`config.mk`:
```
export PLATFORM = sky130hd
export DESIGN_NAME = prc_edge
export DESIGN_NICKNAME = d
export VERILOG_FILES = /design/src/hdl/prc_pkg.sv /design/src/hdl/prc_edge.sv
export SDC_FILE = /design/constraint.sdc
export NUM_CORES = 1
export LEC_CHECK = 0
export ABC_AREA = 1
export BUFFER_PORTS_ARGS = -buffer_cell sky130_fd_sc_hd__buf_2
export CAP_MARGIN = 20
export CORE_UTILIZATION = 40
export CTS_CLUSTER_SIZE = 20
export DETAILED_ROUTE_END_ITERATION = 10
export PLACE_DENSITY = 0.54
export SLEW_MARGIN = 10
export SYNTH_ARGS = -nofsm -noshare
export SYNTH_HDL_FRONTEND = slang
export SYNTH_SLANG_ARGS = --single-unit
```
`constraint.sdc`:
```
create_clock -name i_clk -period 27.6 [get_ports i_clk]
set_input_delay 4.14 -clock i_clk [delete_from_list [all_inputs] [get_ports i_clk]]
set_output_delay 4.14 -clock i_clk [all_outputs]
set_load 0.02 [all_outputs]
```
`src/hdl/prc_pkg.sv`:
```
package prc_pkg;

    localparam int DEF_MAX_POLYGONS = 64;
    localparam int DEF_MAX_VERTICES = 1024;
    localparam int DEF_COORD_BITS   = 32;
    localparam int REGION_BITS      = 7;

    typedef enum logic [1:0] {
        ACT_CLEAR  = 2'd0,
        ACT_APPEND = 2'd1,
        ACT_CLOSE  = 2'd2,
        ACT_QUERY  = 2'd3
    } t_action;

    typedef struct packed {
        logic done;
        logic toggle;
    } t_edge_rsp;

endpackage

```
`src/hdl/prc_edge.sv`:
```
module prc_edge #(
    parameter int CW = prc_pkg::DEF_COORD_BITS
) (
    input  logic                 i_clk,
    input  logic                 i_rst_n,
    input  logic                 i_start,
    input  logic signed [CW-1:0] i_tx,
    input  logic signed [CW-1:0] i_ty,
    input  logic signed [CW-1:0] i_xi,
    input  logic signed [CW-1:0] i_yi,
    input  logic signed [CW-1:0] i_xj,
    input  logic signed [CW-1:0] i_yj,
    output prc_pkg::t_edge_rsp   o_rsp
);
    import prc_pkg::*;

    localparam int W  = CW + 1;
    localparam int AW = 2 * W + 1;
    localparam int KW = $clog2(W + 1);

    logic [W-1:0]         r_a;
    logic [W-1:0]         r_b;
    logic signed [AW-1:0] r_mdx;
    logic signed [AW-1:0] r_mdy;
    logic signed [AW-1:0] r_acc;
    logic [KW-1:0]        r_k;
    logic                 r_busy;
    logic                 r_s_pos;
    logic                 r_e_pos;
    logic                 r_e_neg;

    logic signed [W-1:0]  dx;
    logic signed [W-1:0]  dy;
    logic signed [W:0]    e;
    logic                 last;
    logic signed [AW-1:0] tx_term;
    logic signed [AW-1:0] ty_term;
    logic                 d_neg;
    logic                 d_zero;
    logic                 d_lt;

    assign dx = W'(i_xj) - W'(i_xi);
    assign dy = W'(i_yj) - W'(i_yi);
    assign e  = (W + 1)'(dy) - (W + 1)'(dx);
    assign last = (r_k == KW'(W - 1));

    always_comb begin
        tx_term = '0;
        ty_term = '0;
        if (r_a[0]) begin
            tx_term = last ? -r_mdx : r_mdx;
        end
        if (r_b[0]) begin
            ty_term = last ? -r_mdy : r_mdy;
        end
    end

    // Advance one bit of each multiplier per cycle: acc = a*dx - b*dy.
    always_ff @(posedge i_clk) begin
        if (!i_rst_n) begin
            r_busy <= 1'b0;
            r_k    <= '0;
        end else if (i_start) begin
            r_busy  <= 1'b1;
            r_k     <= '0;
            r_a     <= W'(i_ty) - W'(i_yi);
            r_b     <= W'(i_tx) - W'(i_xi);
            r_mdx   <= AW'(dx);
            r_mdy   <= AW'(dy);
            r_acc   <= '0;
            r_s_pos <= (dy > 0);
            r_e_pos <= (e > 0);
            r_e_neg <= e[W];
        end else if (r_busy) begin
            if (r_k == KW'(W)) begin
                r_busy <= 1'b0;
            end else begin
                r_acc <= r_acc + tx_term - ty_term;
                r_mdx <= r_mdx <<< 1;
                r_mdy <= r_mdy <<< 1;
                r_a   <= r_a >> 1;
                r_b   <= r_b >> 1;
                r_k   <= r_k + 1'b1;
            end
        end
    end

    assign d_neg  = r_acc[AW-1];
    assign d_zero = (r_acc == '0);
    assign d_lt   = r_s_pos ? d_neg : (!d_neg && !d_zero);

    assign o_rsp.done   = r_busy && (r_k == KW'(W));
    assign o_rsp.toggle = d_lt || (d_zero && (r_s_pos ? r_e_pos : r_e_neg));

endmodule

```
== Word level (Yosys, flattened, before mapping) ==
Index checks and enable logic that the tools add are counted.
W data, S select, Z words.
Word-level totals
  register bits: 277
  output and inout port bits: 2
  logic and storage cells: 62
Cells by class
  $add $sub $neg: 10
  order comparisons: 2
  eq/ne operators: 3
  mux-type cells: 23
  bitwise gates (word level): 2
  reductions and logical operators: 12
Operators by type and width (number)
  $mux W67: 12
  $mux W33: 6
  $neg A67 Y67: 2
  $sub A32 B32 Y33: 4
  $add A67 B67 Y67: 1
  $logic_not A67 Y1: 1
  $sub A67 B67 Y67: 1
  $gt A34 B1 Y1 const B: 1
  $sub A33 B33 Y34: 1
  $gt A33 B1 Y1 const B: 1
  $eq A6 B6 Y1 const B: 2
  $add A6 B1 Y6 const B: 1
  $mux W1: 5
  $reduce_and A2 Y1: 2
  $logic_and A1 B1 Y1: 3
  $reduce_and A3 Y1: 1
  $logic_not A1 Y1: 2
  $ne A2 B2 Y1 const B: 1
  $not A1 Y1: 2
  $reduce_bool A2 Y1: 1
  $reduce_or A2 Y1: 1
  $logic_or A1 B1 Y1: 1

== Longest topological paths before layout ==
Gate-level depths: netlist of run 1.
  word-level depth: 7
  gate-level depth with buffers: 35

== Worst setup path after synthesis of run 1 ==
No wires, ideal clock.
  path type: input port to flip-flop
  from: in i_rst_n
  to: reg r_a[0], enable pin
  data arrival time: 22.759 ns
  path slack: 3.576 ns
  cell stages on the path: 2
  buffers on the path: 0
  cells stage by stage: inv_1 o21ai_0
On the way
  longest elaborated chain between the ends: 1
Ends and longest elaborated chain
  start: declaration: line prc_edge.sv:5  | input logic i_rst_n,
  $reduce_and A3 Y1 (no line)
  end signal: assignment: line prc_edge.sv:66  | r_a <= W'(i_ty) - W'(i_yi);
  end signal: assignment: line prc_edge.sv:81  | r_a <= r_a >> 1;
  end: declaration: line prc_edge.sv:21  | logic [W-1:0] r_a;
No other way between the ends.
A chain may end at the register's enable or synchronous reset.

==> results by stage, run 1 <==
Hold path:
- The number of cells on the worst hold path is 2.
- The startpoint identified for the worst hold timing path is r_k[5].
- The worst hold path class is register to register.
- The hold-critical path endpoint is r_k[5].

Timing:
- The setup-violating endpoint count in the final report is 0.
- The final number of max-transition violations is 0.
- The post-route worst setup slack is 19700 ps.
- Setup repair after global routing left no endpoint under its margin.
- Across the routed clock network, the largest skew measured is 27.8 ps.
- The final-layout setup total negative slack is 0 ps.
- Of the available clock period, the critical path in the final layout requires 0.286.
- For the finished layout, the period the worst path requires is 7900 ps.
- The slew at the pin closest to its max-slew limit is 1020 ps.
- Across all hold checks on the routed design, the worst slack comes to 474 ps.
- Headroom to the max-slew limit came out at 0.312.
- The top achievable clock speed is 127 MHz.
- The number of hold violations in the final report was 0.

Logic synthesis:
- Of the synthesized area, sequential elements account for 0.267.
- The area of the mapped netlist is 30900 µm².
- Synthesis produced a netlist with a net count of 5081.
- The commonest register cell after synthesis is edfxtp_1.
- Counting flops and latches in the post-synthesis netlist gives 277.
- After synthesis, the share of flip-flops with an asynchronous set or reset is 0.
- The count of mapped cells out of synthesis is 4592.
- The number of enable-type register cells in the synthesized netlist is 270.
- Dividing the synthesized area by the synthesized cell count gives 6.73 µm².
- The count of distinct cell types in the synthesized netlist is 63.
- Yosys printed 0 warnings.

Layout:
- The net count of the finished layout is 5264.
- The diode insertion count for antenna repair is 0.
- The share of cells above drive strength 1 is 0.0789.
- The relative area change from synthesis to final layout is 11.2%.
- The final cell area excluding filler cells is 34400 µm².

Clock network:
- The maximum buffer depth of the clock tree is 3.
- Clock tree synthesis inserted a total of 39 buffers.
- The clock tree from TritonCTS is done.
- The tree is rooted in a clkbuf_16.
- The count of instances resized after the clock tree is built is 0.
- The clock reaches the later pin of the worst-skew pair after 580 ps.
- Buffers inserted to repair hold after CTS numbered 0.
- The number of post-CTS setup repair buffers is 0.
- The H-tree was split into 2 levels.
- CTS saw 277 sinks.
- After clock tree synthesis, the clock-pin slew on the worst setup and hold paths is 60 ps.

Worst setup path:
- The category of the critical setup timing path is register to primary output.
- Along the worst path, the maximum fanout reaches 2.
- The reg-to-reg critical path startpoint is r_mdy[0].
- STA classifies the critical path startpoint as a register.
- The endpoint arrival time on the critical path is 3760 ps.
- The setup check on the worst reg-to-reg path leaves a slack of 20500 ps.
- The endpoint of the worst register-to-register path is r_acc[66].
- The number of cells on the worst reg-to-reg path is 30.
- The critical path endpoint category is a primary output.
- The critical path data required time is 23460 ps.

Outcome:
- The run finished with clean final reports.

Detailed routing:
- The via total after detailed routing is 29900.
- In the final routed layout, each cell accounts on average for 17.5 µm.
- The first-pass iteration count of the detailed router is 5.
- The total length of routed wires is 102000 µm.
- After detailed routing, the number of remaining DRC violations is 0.
- Dividing the detail-routed via count by the number of cells gives 5.12.
- The violation count after the first detailed-routing iteration is 2121.
- The number of nets with antenna violations after detailed routing is 0.

Die:
- The die extent in y is 280 µm.
- The core region is 76200 µm².
- The x dimension of the die is 280 µm.
- 197 I/O pins were placed.
- The effective utilization at floorplan is 0.405.
- The floorplan die area is 78300 µm².
- The number of standard-cell rows in the floorplan is 101.

Power and ir drop:
- Internal power comes to 0.00139 W.
- The part of the total power dissipated in the clock network is 0.191.
- Of the total power, the share spent switching nets is 0.486.
- Summing internal, switching and leakage power gives 0.00270 W.
- For this design the static power due to leakage is 16.6 nW.
- The share of total power in sequential cells is 0.233.
- Dividing total power by cell area gives a power density of 78.6 nW/µm².
- The analysis attributes to net switching a power of 0.00131 W.
- IR analysis of the VDD net gives a maximum drop of 0.0455 mV.
- The combinational cell fraction of total power is 0.576.

Placement:
- At the end of routability-driven placement, the weighted congestion stood at 0.954.
- The placed wire-length estimate after detailed placement is 83200 µm.
- After detailed placement, the total cell area comes to 33100 µm².
- The setup slack at placement is 19290 ps.
- The number of port buffers is 196.

Global route:
- The all-layer global routing usage is 0.259.
- The wire length of the first global-routing pass is 159000 µm.
- Entering global routing, the biggest net connects 159 pins.
- The initial antenna violation count is 1.
- After global routing the overflow that remains totals 0.
- The via count of the first global-routing pass is 28100.

Run:
- Across the run, the number of max-cap violations was 0.
-- metrics by stage --
stage	cells	util
floorplan	4592	-
finish	5835	0.451
global placement	5763	0.434
detailed placement	5763	0.434
CTS	5834	0.451
global route	5835	0.451
-- power by group through the flow --
stage,Clock [W],Sequential [W],Combinational [W]
6_report,0.000516,0.000629,0.00156
5_1_grt,0.000545,0.000636,0.00176
4_1_cts,0.000529,0.000628,0.00155
3_5_place_dp,0,0.000635,0.00154
3_3_place_gp,0,0.000635,0.00154
2_1_floorplan,0,0.000639,0.00111
-- final cells by class --
class	instances	area (µm²)
fillers	8201	41800
multi-input cells	3333	19000
flip-flops and latches	277	8250
inverters	901	3390
well taps	1030	1290
repair buffers	223	1210
clock buffers	52	1050
clock inverters	19	219
-- worst max-delay path, stage by stage, from the launching register on --
cell and delay (ps):
edfxtp_1 450, inv_1 140, nand4_1 180, nor4_1 670, nand3_1 260, nor4_1 690
nand2_1 150, o221ai_1 400, buf_2 240
-- synthesized netlist by cell type, drive strengths merged (3+ instances only) --
library cell / number / area [µm²]
a31oi: 69 / 432
nor2: 429 / 1690
xnor2: 50 / 438
a41oi: 3 / 26.3
a21oi: 421 / 2130
buf: 10 / 42.5
a21boi: 17 / 131
nor3: 76 / 450
clkbuf: 71 / 267
xor2: 60 / 533
o21a: 26 / 195
nand2: 1038 / 3950
edfxtp: 270 / 8110
nand3: 220 / 1150
inv: 900 / 3380
dfxtp: 7 / 140
a21o: 12 / 90.1
ha: 223 / 2790
o211ai: 12 / 90.1
o31ai: 10 / 75.1
or2: 4 / 25.0
o21bai: 18 / 135
nand4: 55 / 350
fa: 71 / 1420
nand3b: 13 / 97.6
o41ai: 3 / 26.3
and2: 10 / 62.6
nor4: 36 / 246
o21ai: 432 / 2200
and3: 4 / 25.0
o221ai: 3 / 26.3
-- cell usage in the layout, fill, tap and decap left out, types with 10 or more instances in the layout --
cell       Yosys  layout
nand3b_1      13      13
a21o_1        12      12
xnor2_1       50      50
o21a_1        26      26
fa_1          71      71
o21bai_1      18      18
a21oi_1      414     414
nand3_2       10      11
buf_4          0      26
xor2_1        59      59
a31oi_1       69      69
clkbuf_16      0      40
inv_1        885     884
nand2_1     1015    1015
ha_1         223     223
nor3_1        67      67
inv_2         15      16
o211ai_1      12      12
o31ai_1       10      10
nor2_1       414     414
o21ai_0      382     381
a21boi_0      15      15
buf_2          4     195
o21ai_1       42      42
nor4_1        34      34
edfxtp_1     270     270
clkbuf_1      71      12
nand3_1      210     209
nand2_2       23      23
nand4_1       54      54
-- state kept, by name (all words and copies together) (netlist names) --
register / count
r_e_neg: 1
r_acc: 67
r_busy: 1
r_mdx: 67
r_k: 6
r_s_pos: 1
r_e_pos: 1
r_b: 33
r_mdy: 67
r_a: 33
-- logic make-up after synthesis --
group / Yosys count / synth area share
adders and majority gates: 294 / 0.136
xor gates and xnor gates: 110 / 0.0314
buffers and inverters: 982 / 0.119
DFF: 277 / 0.267
AOI/OAI and AO/OA: 1040 / 0.184
muxes: 1 / 0.000324
and+or+nand+nor: 1888 / 0.261
-- how the worst max path moves through the flow --
stage	endpoint	startpoint	slack [ps]	cells after the start
after CTS	o_rsp[0]	r_acc[65]	19570	8
after global routing	r_e_pos	i_xi[2]	19410	31
after detailed placement	r_e_pos	i_xi[2]	19290	31
after floorplan	r_a[0]	i_rst_n	3580	2
final	o_rsp[0]	r_acc[65]	19700	8
after global placement	r_e_pos	i_xi[2]	19350	31
-- layer usage --
metal | GRT usage | up-vias | part of all wire
li1 | - | 15500 | -
met1 | 0.331 | 13600 | 0.44
met2 | 0.453 | 631 | 0.48
met3 | 0.0242 | 130 | 0.039
met4 | 0.0951 | 2 | 0.039
met5 | 0 | - | 0.00013
No activity file was read; power rests on OpenSTA's default activity.
==> run 2: changes to the inputs <==
- ABC_AREA: 1 -> 0
- PLACE_DENSITY: 0.54 -> 0.55
- clock period: 27.6 -> 8.1 ns (I/O delays scaled with it)
==> run 2 against run 1 <==
Effect of this change: first-iteration DRC count shrank 41%; final cell count shrank 25%; utilization grew 0.17 points; hold slack gained 11 ps; wire length shrank 23%; worst setup slack lost 19000 ps; largest power group unchanged; highest routed layer unchanged.
==> results by stage, run 2 <==
Outcome:
- Result of the run: complete, no violations (unchanged).

Detailed routing:
- The total length of routed wires is 79100 µm (was 102000 µm).
- The violation count after the first detailed-routing iteration came to 1246 (was 2121).
- The wire length per cell was 18.0 µm (was 17.5 µm).
- The first-pass iteration count of the detailed router was 7 (was 5).
- The via total after detailed routing is 23500 (was 29900).
- The post-route DRC violation count is 0 (unchanged).
- The number of nets with antenna violations after detailed routing came to 0 (unchanged).
- The via-per-instance ratio is 5.33 (was 5.12).

Global route:
- The all-layer global routing usage is 0.220 (was 0.259).
- The wire length of the first global-routing pass is 126000 µm (was 159000 µm).
- The initial antenna violation count was 5 (was 1).
- The total congestion overflow came to 0 (unchanged).
- The via count of the first global-routing pass came to 23000 (was 28100).
- The largest net degree at the start of global routing is 139 (was 159).

Logic synthesis:
- The number of warning messages in the yosys log is 0 (unchanged).
- The most numerous cell in the Yosys netlist is inv_1 (was nand2_1).
- The area of the mapped netlist is 28500 µm² (was 30900 µm²).
- The post-synthesis net count was 3750 (was 5081).
- The proportion of netlist area held by the largest area contributor came to 0.285 (was 0.262).
- The sequential share of the synthesized area is 0.290 (was 0.267).
- The commonest register cell after synthesis was edfxtp_1 (unchanged).
- The total of flip-flops plus latches after synthesis is 277 (unchanged).
- The count of mapped cells out of synthesis is 3261 (was 4592).
- The async set or reset register ratio after synthesis came to 0 (unchanged).
- The cell type with the largest total area after synthesis is edfxtp_1 (unchanged).
- Ranking of synthesized cells by area: edfxtp_1 28%, ha_1 9.8%, xnor2_1 5.6% (was edfxtp_1 26%, nand2_1 12%, inv_1 11%).
- The post-synthesis average cell area was 8.73 µm² (was 6.73 µm²).
- Most used standard cells in the synthesized netlist: 359 x inv_1, 270 x edfxtp_1, 268 x nand2_1, 248 x nor2_1, 226 x a21oi_1 (was 1015 x nand2_1, 885 x inv_1, 414 x a21oi_1, 414 x nor2_1, 382 x o21ai_0).
- The count of distinct cell types in the synthesized netlist came to 109 (was 63).
- The number of enable-type register cells in the synthesized netlist is 270 (unchanged).

Worst setup path:
- The critical path's slowest cell is or4_1 (was nor4_1).
- The delay of the slowest cell on the worst path was 420 ps (was 690 ps).
- The number of cells on the worst reg-to-reg path is 26 (was 30).
- The category of the critical setup timing path is input pin to register (was register to primary output).
- The maximum fanout count along the critical path is 4 (was 2).
- The critical path endpoint category is a register (was primary output).
- The reg-to-reg critical path startpoint is r_k[2] (was r_mdy[0]).
- The endpoint arrival time on the critical path is 7720 ps (was 3760 ps).
- The critical path data required time is 8400 ps (was 23460 ps).
- The kind of launch point of the worst setup path was an input pin (was register).
- The setup slack of the most critical reg-to-reg path is 970 ps (was 20500 ps).
- The endpoint of the worst register-to-register path is r_acc[65] (was r_acc[66]).

Timing:
- The final-layout setup total negative slack was 0 ps (unchanged).
- Of the available clock period, the critical path in the final layout requires 0.917.
- The minimum clock period after layout is 7430 ps.
- Derived from the worst setup path, the maximum achievable clock frequency is 135 MHz.
- The worst slew slack as a fraction of its limit came to 0.276 (was 0.312).
- The final number of max-transition violations was 0 (unchanged).
- The final worst clock skew is 13.9 ps (was 27.8 ps).
- The setup-violating endpoint count in the final report is 0 (unchanged).
- The number of hold violations in the final report is 0 (unchanged).
- RSZ-0062 raised after global routing: false (unchanged).
- The post-route worst hold slack is 485 ps (was 474 ps).
- The slew at the pin closest to its max-slew limit is 1080 ps (was 1020 ps).

Clock network:
- The TritonCTS sink count is 277 (unchanged).
- The maximum buffer depth of the clock tree is 3 (unchanged).
- The number of buffers created by CTS is 38 (was 39).
- The count of instances resized after the clock tree is built is 0 (unchanged).
- The clock latency of the later-clocked register in the worst-skew pair is 560 ps (was 580 ps).
- The number of levels the H-tree was split into is 2 (unchanged).
- The count of hold-fix buffers inserted at cts came to 0 (unchanged).
- The clock input transition at the sequential cells of the worst setup and hold paths is 60 ps (about the same).
- The clock tree from TritonCTS is done (unchanged).
- The number of post-CTS setup repair buffers came to 0 (unchanged).
- The clock root buffer is clkbuf_16 (unchanged).

Placement:
- The number of port buffers is 196 (unchanged).
- The placed wire-length estimate after detailed placement is 62300 µm (was 83200 µm).
- The final weighted congestion in routability-driven placement is 0.949 (was 0.954).

Layout:
- The most frequent standard cell in the layout excluding fill and tap cells is inv_1 (was nand2_1).
- The post-layout net count came to 3920 (was 5264).
- The share of cells above drive strength 1 is 0.125 (was 0.0789).
- Commonest cells after routing, fill and taps aside: 358 x inv_1, 270 x edfxtp_1, 267 x nand2_1, 248 x nor2_1, 226 x a21oi_1 (was 1015 x nand2_1, 884 x inv_1, 414 x nor2_1, 414 x a21oi_1, 381 x o21ai_0).
- The relative area change from synthesis to final layout is 11.7% (was 11.2%).
- Largest regs: r_acc x67, r_mdx x67, r_mdy x67 (unchanged).
- The filler cell count in the final layout is 7041 (was 8201).

Die:
- The effective utilization at floorplan is 0.405 (about the same).
- The core footprint is 70300 µm² (was 76200 µm²).
- The number of standard-cell rows in the floorplan is 97 (was 101).
- The floorplan die area came to 72300 µm² (was 78300 µm²).
- The number of primary I/O pins is 197 (unchanged).
- The die extent in y came to 269 µm (was 280 µm).
- The x dimension of the die is 269 µm (was 280 µm).

Power and ir drop:
- The worst IR drop on VDD is 0.155 mV (was 0.0455 mV).
- The areal power density over the cells came to 250 nW/µm² (was 78.6 nW/µm²).
- The leakage power of the design is 13.8 nW (was 16.6 nW).

Hold path:
- The start point of the worst hold path is r_k[5] (unchanged).
- The worst hold path class is register to register (unchanged).
- The hold-critical path endpoint is r_k[5] (unchanged).
- The number of cells on the worst hold path was 2 (unchanged).

Run:
- The max-capacitance violation count is 0 (unchanged).
-- run 2: worst max path at each step --
stage                     startpoint  endpoint  depth (start not counted)
after global placement       i_yi[1]   r_e_pos                         32
after detailed placement     i_yi[1]   r_e_pos                         32
final                        i_yi[1]   r_e_pos                         32
after floorplan              i_yi[1]   r_e_pos                         31
after CTS                    i_yi[1]   r_e_pos                         32
after global routing         i_yi[1]   r_e_pos                         32
-- run 2: cells by family (layout without fill, tap and decap cells) --
logic type / after synthesis / in the layout / share of synthesized area
AOI/OAI and AO/OA: 829 / 829 / 0.193
xor gates and xnor gates: 294 / 294 / 0.0912
adders and majority gates: 300 / 300 / 0.150
buffers and inverters: 461 / 661 / 0.0628
DFF: 277 / 277 / 0.290
muxes: 99 / 99 / 0.0381
other: 0 / 1 / 0
and+or+nand+nor: 1001 / 1001 / 0.175
-- run 2: metrics by stage --
step	setup slack, ps	instances	utilization	power (W)	instance area [µm²]
finish	675	4402	0.453	0.00794	31800
global route	203	4401	0.453	0.00856	31800
CTS	674	4400	0.453	0.00799	31800
detailed placement	127	4330	0.434	0.00615	30500
global placement	265	4330	0.434	0.00614	30500
floorplan	951	3261	-	0.00515	28500
-- run 2: critical path, delay by kind of cell --
family / cells / cell delay, ps
buffers and inverters: 2 / 190
and+or+nand+nor: 13 / 2430
adders and majority gates: 2 / 620
AOI/OAI and AO/OA: 15 / 3250
-- run 2: metal layers --
metal / routed length, µm / track usage / vias up
met5: 51 / 0 / -
met3: 2650 / 0.0266 / 130
met2: 37800 / 0.379 / 427
li1: - / - / 11900
met1: 35900 / 0.283 / 11000
met4: 2770 / 0.0774 / 8
-- run 2: final cells by class --
cell class / instances / area, µm² / share of cell area
Antenna cell: 1 / 2.50 / 0.0000787
Multi-Input combinational cell: 2523 / 18400 / 0.580
Clock inverter: 23 / 269 / 0.00846
Sequential cell: 277 / 8250 / 0.259
Clock buffer: 47 / 1050 / 0.0330
Timing Repair Buffer: 231 / 1260 / 0.0397
Tap cell: 940 / 1180 / 0.0370
Inverter: 360 / 1350 / 0.0425
-- run 2: power by group --
part / leakage (nW) / switching (W) / internal, W
combinational: 10.5 / 0.00238 / 0.00171
sequential: 2.65 / 0.000155 / 0.00190
clock: 0.647 / 0.000684 / 0.00111
total: 13.8 / 0.00322 / 0.00472
